==> config.mk <==
export PLATFORM = sky130hd
export DESIGN_NAME = unique_key_table_with_type_counts
export DESIGN_NICKNAME = d
export VERILOG_FILES = /design/src/rtl/ukt_pkg.sv /design/src/rtl/ukt_cell.sv /design/src/rtl/unique_key_table_with_type_counts.sv
export SDC_FILE = /design/constraint.sdc
export NUM_CORES = 2
export LEC_CHECK = 0
export ABC_AREA = 0
export BUFFER_PORTS_ARGS = -buffer_cell sky130_fd_sc_hd__buf_4
export CAP_MARGIN = 20
export CORE_MARGIN = 4
export CORE_UTILIZATION = 29
export CTS_CLUSTER_DIAMETER = 30
export DETAILED_ROUTE_END_ITERATION = 6
export GPL_ROUTABILITY_DRIVEN = 0
export PLACE_DENSITY = 0.54
export SETUP_SLACK_MARGIN = 0.2
export SLEW_MARGIN = 10
export SYNTH_ARGS = -nofsm -noshare
export SYNTH_HDL_FRONTEND = slang
export SYNTH_SLANG_ARGS = --single-unit
==> constraint.sdc <==
create_clock -name clk_i -period 14.58 [get_ports clk_i]
set_input_delay 0.729 -clock clk_i [delete_from_list [all_inputs] [get_ports clk_i]]
set_output_delay 0.729 -clock clk_i [all_outputs]
set_load 0.01 [all_outputs]
==> src/rtl/ukt_pkg.sv <==
`timescale 1ns / 1ps

package ukt_pkg;

  // Field widths fixed by the command and result formats
  localparam int unsigned KEY_W       = 40;
  localparam int unsigned TYPE_W      = 2;
  localparam int unsigned OUT_CNT_W   = 5;
  localparam int unsigned DEF_CAPACITY = 16;

  // Type tags that have a total of their own (tag three has none)
  localparam logic [TYPE_W-1:0] TYPE_CAR   = 2'd0;
  localparam logic [TYPE_W-1:0] TYPE_TRUCK = 2'd1;
  localparam logic [TYPE_W-1:0] TYPE_MOTO  = 2'd2;

  typedef enum logic {
    OP_INSERT = 1'b0,
    OP_DELETE = 1'b1
  } op_e;

  typedef enum logic [1:0] {
    ST_DONE   = 2'd0,
    ST_FULL   = 2'd1,
    ST_DUP    = 2'd2,
    ST_ABSENT = 2'd3
  } status_e;

  // One command beat
  typedef struct packed {
    op_e               opcode;
    logic [KEY_W-1:0]  key;
    logic [TYPE_W-1:0] entry_type;
  } cmd_t;

  // One result beat
  typedef struct packed {
    status_e              status;
    logic [OUT_CNT_W-1:0] fill_count;
    logic                 is_full;
    logic [OUT_CNT_W-1:0] car_total;
    logic [OUT_CNT_W-1:0] truck_total;
    logic [OUT_CNT_W-1:0] moto_total;
  } res_t;

  // Contents of one table slot, handed from a cell to its lower neighbor
  typedef struct packed {
    logic [KEY_W-1:0]  key;
    logic [TYPE_W-1:0] etype;
  } entry_t;

  // Write strobes broadcast to every cell
  typedef struct packed {
    logic ins_we;
    logic del_we;
  } cell_ctl_t;

endpackage

==> src/rtl/ukt_cell.sv <==
`timescale 1ns / 1ps

// One table slot: holds an entry, compares it against the command key,
// and on a delete takes over the entry of its upper neighbor.
module ukt_cell import ukt_pkg::*; #(
  parameter int unsigned IDX   = 0,
  parameter int unsigned IDX_W = 4,
  parameter int unsigned CNT_W = 5
) (
  input  logic             clk_i,
  input  cell_ctl_t        ctl_i,
  input  logic [KEY_W-1:0] key_i,
  input  logic [TYPE_W-1:0] etype_i,
  input  logic [CNT_W-1:0] count_i,
  input  logic [IDX_W-1:0] pos_i,
  input  entry_t           next_i,
  output entry_t           entry_o,
  output logic             hit_o
);

  entry_t entry_q, entry_d;
  logic   occ;

  // Slot is live when it sits below the fill count
  assign occ   = (CNT_W'(IDX) < count_i);
  assign hit_o = occ && (entry_q.key == key_i);

  // Append at the fill point, or close the gap above a deleted slot
  always_comb begin
    entry_d = entry_q;
    if (ctl_i.ins_we && (CNT_W'(IDX) == count_i)) begin
      entry_d.key   = key_i;
      entry_d.etype = etype_i;
    end else if (ctl_i.del_we && (IDX_W'(IDX) >= pos_i)) begin
      entry_d = next_i;
    end
  end

  always_ff @(posedge clk_i) begin
    entry_q <= entry_d;
  end

  assign entry_o = entry_q;

endmodule

==> src/rtl/unique_key_table_with_type_counts.sv <==
`timescale 1ns / 1ps

// Channel   Direction  Handshake           Payload
// command   in         start & !busy       cmd_i  (opcode, key, entry_type)
// result    out        done_o, one cycle   res_o  (status, counts, full flag)
//
// Each command is registered at the accept edge; at the update edge that
// follows, the key compare runs in all cells at once and updates the table.
// The result beat is registered at that update edge; while it shows, a new
// command may already be accepted, but never while busy is high.
// Reset empties the table and clears the totals; no sweep is needed.
// The receiver cannot stall; done_o lasts exactly one cycle.
module unique_key_table_with_type_counts import ukt_pkg::*; #(
  parameter int unsigned CAPACITY = DEF_CAPACITY
) (
  input  logic clk_i,
  input  logic rst_ni,
  input  logic start,
  output logic busy,
  input  cmd_t cmd_i,
  output logic done_o,
  output res_t res_o
);

  localparam int unsigned IDX_W = (CAPACITY > 1) ? $clog2(CAPACITY) : 1;
  localparam int unsigned CNT_W = $clog2(CAPACITY + 1);

  logic busy_q, done_q;
  cmd_t cmd_q;
  res_t res_q, res_d;

  logic [CNT_W-1:0] count_q, count_d;
  logic [CNT_W-1:0] car_q, car_d, truck_q, truck_d, moto_q, moto_d;

  entry_t            entries [CAPACITY];
  entry_t            nexts   [CAPACITY];
  logic [CAPACITY-1:0] hits;
  logic [IDX_W-1:0]  pos;
  logic [TYPE_W-1:0] hit_type;
  logic              any_hit;
  logic              is_full_now;
  cell_ctl_t         ctl;

  // Command register and busy/done sequencing
  always_ff @(posedge clk_i or negedge rst_ni) begin
    if (!rst_ni) begin
      busy_q <= 1'b0;
      done_q <= 1'b0;
    end else begin
      busy_q <= start && !busy_q;
      done_q <= busy_q;
    end
  end

  always_ff @(posedge clk_i) begin
    if (start && !busy_q) begin
      cmd_q <= cmd_i;
    end
  end

  // Row of cells; the top cell takes an empty entry on a delete
  for (genvar i = 0; i < CAPACITY; i++) begin : g_cell
    if (i + 1 < CAPACITY) begin : g_nb
      assign nexts[i] = entries[i+1];
    end else begin : g_top
      assign nexts[i] = '0;
    end

    ukt_cell #(
      .IDX   (i),
      .IDX_W (IDX_W),
      .CNT_W (CNT_W)
    ) u_cell (
      .clk_i   (clk_i),
      .ctl_i   (ctl),
      .key_i   (cmd_q.key),
      .etype_i (cmd_q.entry_type),
      .count_i (count_q),
      .pos_i   (pos),
      .next_i  (nexts[i]),
      .entry_o (entries[i]),
      .hit_o   (hits[i])
    );
  end

  // Stored keys are unique, so at most one cell hits: OR gives its place
  always_comb begin
    pos      = '0;
    hit_type = '0;
    for (int i = 0; i < CAPACITY; i++) begin
      if (hits[i]) begin
        pos      = pos | IDX_W'(i);
        hit_type = hit_type | entries[i].etype;
      end
    end
  end

  assign any_hit     = |hits;
  assign is_full_now = (count_q >= CNT_W'(CAPACITY));

  // Decide the command and the table writes
  always_comb begin
    ctl            = '0;
    res_d.status   = ST_DONE;
    count_d        = count_q;
    car_d          = car_q;
    truck_d        = truck_q;
    moto_d         = moto_q;
    if (cmd_q.opcode == OP_INSERT) begin
      if (is_full_now) begin
        res_d.status = ST_FULL;
      end else if (any_hit) begin
        res_d.status = ST_DUP;
      end else begin
        ctl.ins_we = busy_q;
        count_d    = count_q + 1'b1;
        case (cmd_q.entry_type)
          TYPE_CAR:   car_d   = car_q + 1'b1;
          TYPE_TRUCK: truck_d = truck_q + 1'b1;
          TYPE_MOTO:  moto_d  = moto_q + 1'b1;
          default:    ;
        endcase
      end
    end else begin
      if (!any_hit) begin
        res_d.status = ST_ABSENT;
      end else begin
        ctl.del_we = busy_q;
        count_d    = count_q - 1'b1;
        case (hit_type)
          TYPE_CAR:   car_d   = car_q - 1'b1;
          TYPE_TRUCK: truck_d = truck_q - 1'b1;
          TYPE_MOTO:  moto_d  = moto_q - 1'b1;
          default:    ;
        endcase
      end
    end
    res_d.fill_count  = OUT_CNT_W'(count_d);
    res_d.is_full     = (count_d == CNT_W'(CAPACITY));
    res_d.car_total   = OUT_CNT_W'(car_d);
    res_d.truck_total = OUT_CNT_W'(truck_d);
    res_d.moto_total  = OUT_CNT_W'(moto_d);
  end

  // Fill count and per-type totals
  always_ff @(posedge clk_i or negedge rst_ni) begin
    if (!rst_ni) begin
      count_q <= '0;
      car_q   <= '0;
      truck_q <= '0;
      moto_q  <= '0;
    end else if (busy_q) begin
      count_q <= count_d;
      car_q   <= car_d;
      truck_q <= truck_d;
      moto_q  <= moto_d;
    end
  end

  // Result beat register
  always_ff @(posedge clk_i) begin
    if (busy_q) begin
      res_q <= res_d;
    end
  end

  assign busy   = busy_q;
  assign done_o = done_q;
  assign res_o  = res_q;

  // Checks
  a_two_cycle: assert property (@(posedge clk_i) disable iff (!rst_ni)
    busy_q |=> (!busy_q && done_q))
    else $error("command did not finish in two cycles");

  a_no_extra_beat: assert property (@(posedge clk_i) disable iff (!rst_ni)
    done_q |-> $past(busy_q))
    else $error("result beat without a command");

  a_count_bound: assert property (@(posedge clk_i) disable iff (!rst_ni)
    count_q <= CNT_W'(CAPACITY))
    else $error("fill count beyond capacity");

  a_totals_bound: assert property (@(posedge clk_i) disable iff (!rst_ni)
    ((CNT_W+2)'(car_q) + (CNT_W+2)'(truck_q) + (CNT_W+2)'(moto_q))
      <= (CNT_W+2)'(count_q))
    else $error("type totals exceed fill count");

endmodule

==> run_results.csv <==
group,metric,value,unit
outcome,outcome,"complete, no violations",
cts,worst_skew_pair.late_latency,0.79,ns
layout,post_route_cells_drive_above_1_share,0.340,
cts,maximum_level_of_the_cts_h_tree,4,
place,buffer_ports.inserted,70,
grt,gr-usage-met3,0.0242,
cts,clk_pin_slew,0.05,ns
setup_path,timing.critical_path.required,14.96,ns
sta,maxSlewHeadroom,0.214,
setup_path,worst_setup_path_end_kind,"flip-flop",
floorplanning,fp.dieW,382,um
setup_path,timing.critical_path.from_type,"flip-flop",
cts,cts.sinks,760,
setup_path,critPathMaxFanout,43,
place,post_dp_cell_area,0.0427,mm^2
grt,gr-usage-all-layers,0.162,
place,place_hpwl,78.9,mm
synthesis,most_instantiated_flip_flop_cell_in_the_synthesis_netlist,"sky130_fd_sc_hd__edfxtp_1",
synthesis,synth-edff-count,738,
grt,antenna_found_initial,1,
setup_path,max_stage_delay,0.92,ns
floorplanning,floorplan.io_pins,71,
grt,grt.overflow.total,0,
synthesis,ranking_of_synthesized_cells_by_area,"sky130_fd_sc_hd__edfxtp_1 55%, sky130_fd_sc_hd__mux2_2 17%, sky130_fd_sc_hd__xor2_1 11%, sky130_fd_sc_hd__xnor2_1 3.3%, sky130_fd_sc_hd__nor4_1 2.2%",
layout,final_nets,2981,
floorplanning,rows,136,
synthesis,synth.net_count,2913,
setup_path,worst_r2r_startpoint,"count_q[4]$_DFFE_PN0P_",
detailed_routing,avgRoutedWirePerCell,24.4,um
synthesis,yosys_register_bits,760,
setup_path,critPathKind,"reg -> reg",
synthesis,leading_cell_type_by_number_of_instances_after_synthesis,"sky130_fd_sc_hd__edfxtp_1",
detailed_routing,avgViaCountPerCell,4.79,
layout,synthToLayoutAreaGrowth,19.4,%
cts,cts-root-to-sink-buffers,3,
detailed_routing,drt_pre_antenna_iters,5,
setup_path,cpLargestDelayFamily,"simple AND/OR/NAND/NOR gates",
detailed_routing,drtAntennaViolNets,0,
layout,insertedDiodeCount,0,
synthesis,synth.yosys.seq_area_share,0.560,
cts,clock_tree.root_cell,"sky130_fd_sc_hd__clkbuf_16",
setup_path,cp_common_cell,"sky130_fd_sc_hd__nor4_1",
setup_path,cp_cell_sequence,"nor3_2, o21ai_0, nand2_1, nor4_1, buf_2, nor4_1, nand4bb_4, nor4_4, nand2_2, nor3_4, buf_4, nand2b_2",
detailed_routing,drcViolationCount,0,
detailed_routing,routed_wl,120,mm
sta,final.min_clock_period,6.42,ns
floorplanning,core_region_area,0.138,mm^2
layout,final_core_utilization,0.350,
sta,max_freq,156,MHz
sta,setup_repair_after_global_routing_missed_its_margin,"no",
floorplanning,effective_utilization_at_floorplan,0.293,
grt,pin_count_of_the_biggest_net_entering_global_routing,47,
synthesis,synthCells,2856,
layout,fill_cells,13400,
sta,hold_viol_final,0,
synthesis,total_of_warnings_raised_by_yosys,0,
floorplanning,floorplan.die.height,382,um
setup_path,startpoint,"count_q[4]$_DFFE_PN0P_",
cts,cts_inserted_buffers,163,
floorplanning,design.die.area,0.146,mm^2
synthesis,postSynth.asyncResetShare,0.0289,
cts,postCtsResizedCells,0,
run,cap_violations,0,
synthesis,synth_cell_types,58,
power,cellLeakagePower,16.2,nW
synthesis,netlist.top_cell.by_area,"sky130_fd_sc_hd__edfxtp_1",
grt,grtUsageMet1,0.222,
sta,final_cycle_share,0.441,
setup_path,critPathSlowestCell,"sky130_fd_sc_hd__nand2b_2",
hold_path,worst_min_path_start,"cmd_i[42]",
synthesis,synth_top_cells_by_count,"738 x sky130_fd_sc_hd__edfxtp_1, 596 x sky130_fd_sc_hd__mux2_2, 513 x sky130_fd_sc_hd__xor2_1",
detailed_routing,routed_via_count,23600,
hold_path,worstHoldPathType,"in -> reg",
layout,postLayoutCellArea,0.0484,mm^2
setup_path,cp_data_arrival_time,6.80,ns
detailed_routing,drt_first_iter_violations,1999,
cts,tritoncts,"yes",
setup_path,crit_buf_inv,2,
synthesis,yosysTopAreaCellShare,0.547,
power,max-vdd-ir-drop,0.000120,V
grt,grt.met2_usage,0.267,
grt,grt-busiest-layer,"met2",
power,p_per_area,145,mW/mm^2
synthesis,synth.cell_area,0.0405,mm^2
sta,worst_slew_pin_slew,1.17,ns
sta,final_max_slew_viol_count,0,
sta,setup_total_negative_slack,0,ns
grt,first_global_vias,24300,
sta,setup_viol_count_final,0,
grt,global_route_wire_length_before_repair,175,mm
synthesis,synth_area_per_cell,14.2,um^2
sta,worst_clock_skew,0.0458,ns
-- per-stage QoR --
step | power [mW] | hold WS [ns] | setup WS, ns | std cells
final | 7.03 | 0.123 | 8.16 | 4918
after global routing | 7.28 | 0.0864 | 7.81 | 4918
after CTS | 7.10 | 0.0622 | 7.94 | 4915
after detailed placement | 3.32 | 0.476 | 7.96 | 4618
after global placement | 3.32 | 0.476 | 8.07 | 4613
after floorplan | 3.07 | 0.433 | 8.44 | 2856
-- cells by family after synthesis --
group / count (synthesis) / share of synthesized area
AOI/OAI and AO/OA: 78 / 0.0131
xor gates and xnor gates: 668 / 0.144
adders and majority gates: 11 / 0.00340
buffers and inverters: 269 / 0.0377
DFF: 760 / 0.560
muxes: 640 / 0.178
and+or+nand+nor: 430 / 0.0635
-- layout make-up --
type                    instances  area (um^2)  area share
clock buffers                 187         4220      0.0872
clock inverters               109         1430      0.0296
inverters                      16         60.1     0.00124
multi-input cells            1827        16400       0.340
flip-flops and latches        760        22700       0.469
well taps                    1863         2330      0.0482
repair buffers                156         1210      0.0251
-- registers in the layout, indices dropped and copies added (netlist names) --
signal	count
g_cell.u_cell.entry_o	672
cmd_q	43
res_o	23
car_q	5
count_q	5
moto_q	5
truck_q	5
busy	1
done_o	1
-- where the power goes --
group / internal, mW / switching [mW] / leakage [nW]
Sequential: 2.51 / 0.0991 / 6.90
Clock: 2.48 / 1.27 / 2.69
Combinational: 0.254 / 0.419 / 6.62
-- repair_timing --
action,CTS,global route
buffers inserted,0,0
hold endpoints to repair,22,0
hold buffers,1,0
-- path summary, 6_finish.rpt --
| kind | to | slack [ns] | cells after the start |
|---|---|---|---|
| max | g_cell[9].u_cell.entry_o[27]$_DFFE_PP_ | 8.16 | 12 |
| min | cmd_q[42]$_DFFE_PP_ | 0.12 | 1 |
| max reg2reg | g_cell[9].u_cell.entry_o[27]$_DFFE_PP_ | 8.16 | 12 |
| min reg2reg | moto_q[4]$_DFFE_PN0P_ | 0.48 | 1 |
| max in group asynchronous | busy$_DFF_PN0_ | 13.91 | 2 |
| min in group asynchronous | moto_q[4]$_DFFE_PN0P_ | 0.39 | 2 |
-- cells in the final DEF (no fill, tap or decap), drive strengths merged, types with 23 or more instances in the layout --
cell    synthesis  final
buf           191    154
nand2          40     40
edfxtp        738    738
nand3          23     23
xor2          513    513
xnor2         155    155
nor2           29     29
nor4          144    144
inv            16     24
nand4          61     61
mux2          635    635
clkbuf         62    188
clkinv          0     63
and2           50     50
-- per-layer routing --
metal  vias up  wire length, um
li1      10700                -
met1     12100            55200
met2       632            57800
met3       155             4790
met4         0             2060
met5         -                0
(Power assumes the default switching activity.)
